--- config.mk ---
export PLATFORM = sky130hd
export DESIGN_NAME = gaussian_rejection_exponent
export DESIGN_NICKNAME = d
export VERILOG_FILES = /design/src/gre_pkg.sv /design/src/gaussian_rejection_exponent.sv
export VERILOG_INCLUDE_DIRS = /design/src /design/src/src
export SDC_FILE = /design/constraint.sdc
export NUM_CORES = 2
export LEC_CHECK = 0
export BUFFER_PORTS_ARGS = -buffer_cell sky130_fd_sc_hd__buf_2
export CAP_MARGIN = 20
export CELL_PAD_IN_SITES_DETAIL_PLACEMENT = 1
export CELL_PAD_IN_SITES_GLOBAL_PLACEMENT = 1
export CORE_MARGIN = 4
export CORE_UTILIZATION = 45
export CTS_CLUSTER_SIZE = 14
export DETAILED_ROUTE_END_ITERATION = 12
export PLACE_DENSITY = 0.86
export SLEW_MARGIN = 20
export SYNTH_ARGS = -nofsm -noshare
export SYNTH_HDL_FRONTEND = slang
export SYNTH_SLANG_ARGS = --single-unit
export TNS_END_PERCENT = 5
--- constraint.sdc ---
create_clock -name clk -period 11.3 [get_ports clk]
set_clock_uncertainty 0.2 [all_clocks]
set_input_delay 1.13 -clock clk [delete_from_list [all_inputs] [get_ports clk]]
set_output_delay 1.13 -clock clk [all_outputs]
set_load 0.02 [all_outputs]
--- src/assert_macros.svh ---
// Assertion macros used by the RTL of the rejection exponent block.
`ifndef ASSERT_MACROS_SVH
`define ASSERT_MACROS_SVH
`ifndef SYNTHESIS
// Check a condition at every rising clock edge outside reset.
`define ASSERT_ALWAYS(lbl, ck, rn, cond, msg) \
    lbl: assert property (@(posedge ck) disable iff (!rn) (cond)) else $error(msg);
// Check that an antecedent implies a consequent in the same cycle.
`define ASSERT_IMPLY(lbl, ck, rn, ante, cons, msg) \
    lbl: assert property (@(posedge ck) disable iff (!rn) (ante) |-> (cons)) else $error(msg);
`else
`define ASSERT_ALWAYS(lbl, ck, rn, cond, msg)
`define ASSERT_IMPLY(lbl, ck, rn, ante, cons, msg)
`endif
`endif

--- src/gre_pkg.sv ---
// Package of constants for the Gaussian rejection exponent block.
package gre_pkg;
    localparam int unsigned W = 64;
    localparam int unsigned CNT_W = $clog2(W);

    localparam logic [1:0] ST_OK       = 2'd0;
    localparam logic [1:0] ST_INVALID  = 2'd1;
    localparam logic [1:0] ST_OVERFLOW = 2'd2;

    localparam logic [1:0] CFG_SIGMA_NUM = 2'd0;
    localparam logic [1:0] CFG_SIGMA_DEN = 2'd1;
    localparam logic [1:0] CFG_TRY_LIMIT = 2'd2;
endpackage

--- src/gaussian_rejection_exponent.sv ---
// Top level of the Gaussian rejection exponent block: sequencer and shared datapath.
//
// channel   | dir | handshake                   | payload
// s_axis    | in  | s_axis_tvalid/s_axis_tready | tdata: candidate; tuser: shift_bit
// m_axis    | out | m_axis_tvalid/m_axis_tready | tdata: exp_num, exp_den; tuser: status
// cfg       | in  | cfg_we                      | cfg_addr, cfg_wdata
//
// An item passes through an accept step, five 64-step shift-add multiplies
// (n2, m2, d*m2, v*v, n2*m2), a binary gcd, two 64-step restoring divisions
// and a finish step, all sequenced over one shared 64-bit datapath. An
// invalid configuration, an overflow or a zero numerator finishes early.
// Reset clears the control state and loads the configuration registers with 1.
// A finished result waits in the output register; the next item is taken
// meanwhile, and the sequencer holds at its last step only while that
// register is still full.
`include "assert_macros.svh"
module gaussian_rejection_exponent
    import gre_pkg::*;
(
    input  logic         clk,
    input  logic         rst_n,
    input  logic         s_axis_tvalid,
    output logic         s_axis_tready,
    input  logic [31:0]  s_axis_tdata,   // [31:0] candidate
    input  logic         s_axis_tuser,   // [0] shift_bit
    output logic         m_axis_tvalid,
    input  logic         m_axis_tready,
    output logic [127:0] m_axis_tdata,   // [63:0] exp_num, [127:64] exp_den
    output logic [1:0]   m_axis_tuser,   // [1:0] status
    input  logic         cfg_we,
    input  logic [1:0]   cfg_addr,
    input  logic [31:0]  cfg_wdata
);

    typedef enum logic [2:0] {S_IDLE, S_MUL, S_GTWO, S_GLOOP, S_DIV, S_FIN} state_t;
    typedef enum logic [2:0] {M_N2, M_M2, M_A, M_NUM, M_DEN0} mop_t;

    state_t state_reg;
    mop_t   mop_reg;

    logic [31:0] sigma_num_reg, sigma_den_reg;
    logic [15:0] try_limit_reg;

    logic [32:0]    d_reg;
    logic [W-1:0]   n2_reg, m2_reg;
    logic [W-1:0]   ma_reg, mb_reg, acc_reg;
    logic           ovf_reg;
    logic [CNT_W-1:0] cnt_reg;
    logic [W-1:0]   num_reg, den_reg;
    logic [W-1:0]   ga_reg, gb_reg;
    logic [W-1:0]   dq_reg, rem_reg;
    logic           div_sel_reg;
    logic [1:0]     res_st_reg;

    logic           out_valid_reg;
    logic [W-1:0]   out_num_reg, out_den_reg;
    logic [1:0]     out_st_reg;

    // Input decode: d = |2*candidate - shift_bit|.
    logic signed [33:0] q_s;
    logic [32:0]        d_next;
    logic               cfg_bad;

    // Shared multiply step (MSB first) and divide step.
    logic [W:0]   mul_sum;
    logic         mul_ovf_next;
    logic [W-1:0] acc_next;
    logic [W:0]   rem_sh;
    logic         div_ge;
    logic [W-1:0] rem_next, dq_next;
    logic [W-1:0] v_next;

    always_comb
    begin
        q_s     = $signed({s_axis_tdata[31], s_axis_tdata, 1'b0}) - $signed({33'd0, s_axis_tuser});
        d_next  = q_s[33] ? 33'(-q_s) : q_s[32:0];
        cfg_bad = (sigma_num_reg == '0) || (sigma_den_reg == '0) || (try_limit_reg == '0);

        mul_sum      = {1'b0, acc_reg[W-2:0], 1'b0} + {1'b0, (mb_reg[W-1] ? ma_reg : '0)};
        mul_ovf_next = ovf_reg | acc_reg[W-1] | mul_sum[W];
        acc_next     = mul_sum[W-1:0];

        rem_sh   = {rem_reg, dq_reg[W-1]};
        div_ge   = rem_sh >= {1'b0, ga_reg};
        rem_next = div_ge ? W'(rem_sh - {1'b0, ga_reg}) : rem_sh[W-1:0];
        dq_next  = {dq_reg[W-2:0], div_ge};

        v_next = (acc_next > n2_reg) ? (acc_next - n2_reg) : (n2_reg - acc_next);
    end

    assign s_axis_tready = (state_reg == S_IDLE);
    assign m_axis_tvalid = out_valid_reg;
    assign m_axis_tdata  = {out_den_reg, out_num_reg};
    assign m_axis_tuser  = out_st_reg;

    // Configuration registers; writes beyond the list drop.
    always_ff @(posedge clk or negedge rst_n)
    begin
        if (!rst_n)
        begin
            sigma_num_reg <= 32'd1;
            sigma_den_reg <= 32'd1;
            try_limit_reg <= 16'd1;
        end
        else if (cfg_we)
        begin
            unique case (cfg_addr)
                CFG_SIGMA_NUM: sigma_num_reg <= cfg_wdata;
                CFG_SIGMA_DEN: sigma_den_reg <= cfg_wdata;
                CFG_TRY_LIMIT: try_limit_reg <= cfg_wdata[15:0];
                default: ;
            endcase
        end
    end

    // Datapath registers without reset.
    always_ff @(posedge clk)
    begin
        case (state_reg)
            S_IDLE:
            begin
                if (s_axis_tvalid)
                begin
                    d_reg   <= d_next;
                    ma_reg  <= {32'd0, sigma_num_reg};
                    mb_reg  <= {32'd0, sigma_num_reg};
                    acc_reg <= '0;
                    ovf_reg <= 1'b0;
                    cnt_reg <= '0;
                    num_reg <= '0;
                    den_reg <= '0;
                    res_st_reg <= cfg_bad ? ST_INVALID : ST_OK;
                end
            end
            S_MUL:
            begin
                cnt_reg <= cnt_reg + 1'b1;
                if (cnt_reg == CNT_W'(W - 1))
                begin
                    // Launch the next product from the one just finished.
                    acc_reg <= '0;
                    ovf_reg <= 1'b0;
                    case (mop_reg)
                        M_N2:
                        begin
                            n2_reg <= acc_next;
                            ma_reg <= {32'd0, sigma_den_reg};
                            mb_reg <= {32'd0, sigma_den_reg};
                        end
                        M_M2:
                        begin
                            m2_reg <= acc_next;
                            ma_reg <= {31'd0, d_reg};
                            mb_reg <= acc_next;
                        end
                        M_A:
                        begin
                            ma_reg <= v_next;
                            mb_reg <= v_next;
                            if (mul_ovf_next)
                                res_st_reg <= ST_OVERFLOW;
                        end
                        M_NUM:
                        begin
                            num_reg <= acc_next;
                            ma_reg  <= n2_reg;
                            mb_reg  <= m2_reg;
                            if (mul_ovf_next)
                                res_st_reg <= ST_OVERFLOW;
                        end
                        default:
                        begin
                            // A zero numerator reduces to 0 / 1 directly.
                            den_reg <= (num_reg == '0) ? W'(1) : {acc_next[W-3:0], 2'b00};
                            ga_reg  <= num_reg;
                            gb_reg  <= {acc_next[W-3:0], 2'b00};
                            if (mul_ovf_next || (acc_next[W-1:W-2] != 2'b00))
                                res_st_reg <= ST_OVERFLOW;
                        end
                    endcase
                end
                else
                begin
                    acc_reg <= acc_next;
                    ovf_reg <= mul_ovf_next;
                    mb_reg  <= {mb_reg[W-2:0], 1'b0};
                end
            end
            S_GTWO:
            begin
                // Strip common factors of two from both operands and results.
                if (!ga_reg[0] && !gb_reg[0])
                begin
                    ga_reg  <= ga_reg >> 1;
                    gb_reg  <= gb_reg >> 1;
                    num_reg <= num_reg >> 1;
                    den_reg <= den_reg >> 1;
                end
            end
            S_GLOOP:
            begin
                if (ga_reg == gb_reg)
                begin
                    dq_reg  <= num_reg;
                    rem_reg <= '0;
                    cnt_reg <= '0;
                    div_sel_reg <= 1'b0;
                end
                else if (!ga_reg[0])
                    ga_reg <= ga_reg >> 1;
                else if (!gb_reg[0])
                    gb_reg <= gb_reg >> 1;
                else if (ga_reg > gb_reg)
                    ga_reg <= ga_reg - gb_reg;
                else
                    gb_reg <= gb_reg - ga_reg;
            end
            S_DIV:
            begin
                cnt_reg <= cnt_reg + 1'b1;
                if (cnt_reg == CNT_W'(W - 1) && !div_sel_reg)
                begin
                    num_reg <= dq_next;
                    dq_reg  <= den_reg;
                    rem_reg <= '0;
                    div_sel_reg <= 1'b1;
                end
                else
                begin
                    dq_reg  <= dq_next;
                    rem_reg <= rem_next;
                    if (cnt_reg == CNT_W'(W - 1))
                        den_reg <= dq_next;
                end
            end
            default: ;
        endcase

        if (state_reg == S_FIN && (!out_valid_reg || m_axis_tready))
        begin
            out_st_reg  <= res_st_reg;
            out_num_reg <= (res_st_reg == ST_OK) ? num_reg : '0;
            out_den_reg <= (res_st_reg == ST_OK) ? den_reg : '0;
        end
    end

    // Sequencer and output valid.
    always_ff @(posedge clk or negedge rst_n)
    begin
        if (!rst_n)
        begin
            state_reg     <= S_IDLE;
            mop_reg       <= M_N2;
            out_valid_reg <= 1'b0;
        end
        else
        begin
            if (state_reg == S_FIN && (!out_valid_reg || m_axis_tready))
                out_valid_reg <= 1'b1;
            else if (m_axis_tready)
                out_valid_reg <= 1'b0;

            unique case (state_reg)
                S_IDLE:
                begin
                    if (s_axis_tvalid)
                    begin
                        mop_reg   <= M_N2;
                        state_reg <= cfg_bad ? S_FIN : S_MUL;
                    end
                end
                S_MUL:
                begin
                    if (cnt_reg == CNT_W'(W - 1))
                    begin
                        unique case (mop_reg)
                            M_N2: mop_reg <= M_M2;
                            M_M2: mop_reg <= M_A;
                            M_A:
                            begin
                                mop_reg <= M_NUM;
                                if (mul_ovf_next)
                                    state_reg <= S_FIN;
                            end
                            M_NUM:
                            begin
                                mop_reg <= M_DEN0;
                                if (mul_ovf_next)
                                    state_reg <= S_FIN;
                            end
                            M_DEN0:
                            begin
                                // A zero numerator reduces to 0 / 1 with gcd = den.
                                if (mul_ovf_next || (acc_next[W-1:W-2] != 2'b00)
                                    || (num_reg == '0))
                                    state_reg <= S_FIN;
                                else
                                    state_reg <= S_GTWO;
                            end
                            default: state_reg <= S_FIN;
                        endcase
                    end
                end
                S_GTWO:
                begin
                    if (ga_reg[0] || gb_reg[0])
                        state_reg <= S_GLOOP;
                end
                S_GLOOP:
                begin
                    if (ga_reg == gb_reg)
                        state_reg <= S_DIV;
                end
                S_DIV:
                begin
                    if (cnt_reg == CNT_W'(W - 1) && div_sel_reg)
                        state_reg <= S_FIN;
                end
                S_FIN:
                begin
                    if (!out_valid_reg || m_axis_tready)
                        state_reg <= S_IDLE;
                end
                default: state_reg <= S_IDLE;
            endcase
        end
    end

    `ASSERT_ALWAYS(a_status_code, clk, rst_n, !m_axis_tvalid || (m_axis_tuser != 2'd3), "bad status code")
    `ASSERT_IMPLY(a_zero_on_error, clk, rst_n, m_axis_tvalid && (m_axis_tuser != ST_OK), m_axis_tdata == '0, "nonzero data with error status")
    `ASSERT_IMPLY(a_den_nonzero, clk, rst_n, m_axis_tvalid && (m_axis_tuser == ST_OK), m_axis_tdata[127:64] != '0, "zero denominator with ok status")

endmodule

==> results.py <==
metrics = {
    "outcome": {
        "status": "finished, final reports clean",
    },
    "clocking": {
        "cts_hold_buf": 0,
        "root_buffer": "clkbuf_16",
        "insertion_delay_ps": 750,
        "cts_resized": 0,
        "cts_tree": "done",
        "cts-htree-levels": 3,
        "clk_pin_slew_ps": 70,
        "clock-sinks": 964,
        "ctsLongestPathBuffers": 3,
        "post_cts_buffers": 0,
        "numCtsBuffers": 109,
    },
    "timing": {
        "tightest_slew_ps": 1270,
        "hold_viol": 0,
        "max_clock_freq_mhz": 103,
        "setup_tns_ps": 0,
        "layout_setup_ws_ps": 1610,
        "rsz0062_at_grt": "no",
        "slew_viol_final": 0,
        "setup_viol": 0,
        "maxSlewHeadroom_pct": 14.5,
        "fin_crit_sh_pct": 85.8,
        "min_period_ps": 9690,
    },
    "finish": {
        "layout_common_cells": "edfxtp_1 (877), o21ai_0 (633), a21oi_1 (631)",
        "area_growth_pct": 10.5,
        "fin_nets": 7576,
        "fin_cells": 9139,
        "layout-drive-gt1-share_pct": 9.57,
        "layout_commonest_cell": "edfxtp_1",
    },
    "die": {
        "die_area_mm2": 0.154,
        "fp.dieW_um": 392,
        "die_h_um": 392,
        "io_pins": 204,
        "rows": 140,
        "initial_utilization_pct": 45.4,
        "coreArea_mm2": 0.146,
    },
    "power": {
        "netSwitchingPower_w": 0.0130,
        "power.leakage_nw": 28.7,
        "combPwrFrac_pct": 62.5,
        "swShare_pct": 51.3,
        "seq_power_share_pct": 22.1,
        "p_per_area_mw_per_mm2": 346,
        "vdd_drop_max_mv": 0.213,
        "intPower_w": 0.0124,
        "power.total_w": 0.0254,
        "clockPowerShare_pct": 15.3,
    },
    "place": {
        "preCtsSetupSlack_ps": 1820,
        "gp_congestion": 1.03,
        "dp.cells": 8920,
        "port_buffers": 203,
        "dpl.hpwl_um": 217000,
    },
    "worst_setup_path": {
        "ff2ff_path_depth": 29,
        "cp_max_fo": 35,
        "end_kind": "register",
        "r2r-start": "mb_reg[63]$_SDFFCE_PN0P_",
        "critPathLaunchType": "register",
        "worst_r2r_endpoint": "mb_reg[20]$_DFFE_PP_",
        "cpMaxStageDelayCell": "edfxtp_1",
        "cp_slowest_stage_delay_ps": 870,
        "r2r_setup_slack_ps": 1610,
        "critical_path_class": "register to register",
        "crit_required_ps": 11690,
        "arrival_ps": 10090,
    },
    "logic_synthesis": {
        "ys_warn_count": 0,
        "async_flop_share_pct": 9.02,
        "synthCells": 7086,
        "ys.flop_type": "edfxtp_1",
        "yosys_register_bits": 964,
        "synth_cell_type_count": 98,
        "syn_avg_cell_area_um2": 9.38,
        "syn-cell-area_mm2": 0.0665,
        "syn-num-nets": 7547,
        "synth_enable_flop_cells": 877,
        "ys_seq_area_share_pct": 42.9,
    },
    "grt": {
        "grt_max_degree": 129,
        "grt_pass1_wl_um": 418000,
        "first_global_vias": 62300,
        "grt-ovfl-total": 0,
        "antenna_found_initial": 31,
        "grt_usage_pct": 36.2,
    },
    "routing": {
        "postRouteAntennaNets": 0,
        "via_per_inst": 6.79,
        "dr.first_iter.drc_count": 8416,
        "vias": 62000,
        "drc": 0,
        "dr.pass1.iters": 7,
        "routed_wl_um": 288000,
        "wire_per_inst_um": 31.5,
    },
    "job": {
        "maxCapViolations": 0,
    },
    "min_path": {
        "hp-class": "primary input to async pin",
    },
}
-- cell usage after synthesis, types with 50 or more instances --
cell type	number	share of area (%)
edfxtp_1	877	40
o21ai_0	636	4.8
a21oi_1	634	4.8
nand2_1	581	3.3
nor2_1	520	2.9
inv_1	391	2.2
ha_1	383	7.2
clkbuf_1	376	2.1
xnor2_1	248	3.3
and2_1	216	2.0
a22oi_1	206	2.3
a21o_1	192	2.2
mux2i_1	150	2.3
nor3_1	127	0.96
o21bai_1	116	1.3
nand4_1	114	1.1
xor2_1	99	1.3
nand3_1	92	0.69
a221oi_1	88	1.2
mux2_2	86	1.5
dfrtp_1	84	3.2
a31oi_1	65	0.61
nor4_1	64	0.60
nand2b_1	54	0.51
o21a_1	52	0.59
a211oi_1	50	0.56
-- layout make-up --
cell class,instances,area (µm²)
fillers,16400,72800
multi-input cells,5307,35100
flip-flops and latches,964,28500
clock buffers,136,3030
well taps,1917,2400
repair buffers,338,2080
inverters,395,1480
clock inverters,67,808
diodes,15,37.5
-- through the flow --
stage / hold WS (ps) / util (%) / area (µm²)
after floorplan: 227 / - / 66500
after global placement: 288 / 47.5 / 69500
after detailed placement: 295 / 47.5 / 69500
after CTS: 150 / 50.2 / 73400
after global routing: 198 / 50.2 / 73400
final: 171 / 50.2 / 73400
-- kinds of logic after synthesis --
family	count (synthesis)	share of synthesized area [%]
AO/OA/AOI/OAI	2382	22.7
XOR/XNOR	347	4.57
adder cells (fa/ha/maj)	389	7.39
buffers and inverters	815	4.68
flip-flops	964	42.9
multiplexers	236	3.72
AND/OR/NAND/NOR	1953	14.0
-- layer usage --
layer  routed length [µm]  share of wire (%)  vias up  global-route usage [%]
met2               128000                 44     3935                    56.4
met1               113000                 39    31000                    48.4
met3                30600                 11      801                    7.08
met5                  129              0.045        -                       0
li1                     -                  -    26300                       -
met4                16400                5.7       18                    17.8
-- worst max path at each step --
stage / cells past startpoint / from / endpoint / slack (ps)
floorplan: 9 / ga_reg[26]$_DFFE_PP_ / dq_reg[0]$_DFFE_PP_ / 2890
global placement: 29 / mb_reg[63]$_SDFFCE_PN0P_ / ma_reg[50]$_SDFFCE_PN0P_ / 2090
detailed placement: 29 / mb_reg[63]$_SDFFCE_PN0P_ / mb_reg[20]$_DFFE_PP_ / 1820
CTS: 29 / mb_reg[63]$_SDFFCE_PN0P_ / mb_reg[50]$_SDFFCE_PN0P_ / 1810
global route: 28 / mb_reg[63]$_SDFFCE_PN0P_ / mb_reg[10]$_DFFE_PP_ / 1090
finish: 29 / mb_reg[63]$_SDFFCE_PN0P_ / mb_reg[20]$_DFFE_PP_ / 1610
-- critical path, delay by kind of cell (launching register included) --
kind | cells | cell delay (ps)
flip-flops | 1 | 870
AO/OA/AOI/OAI | 11 | 2840
XOR/XNOR | 1 | 160
multiplexers | 2 | 700
AND/OR/NAND/NOR | 8 | 2750
buffers and inverters | 5 | 1090
adder cells (fa/ha/maj) | 2 | 920
-- power by group through the flow --
stage	clock [W]	combinational (W)	sequential [W]
2_1_floorplan	0	0.00944	0.00567
3_3_place_gp	0	0.0147	0.00564
3_5_place_dp	0	0.0151	0.00567
4_1_cts	0.00391	0.0153	0.00561
5_1_grt	0.00406	0.0168	0.00566
6_report	0.00389	0.0159	0.00563
No activity file was read; power rests on OpenSTA's default activity.
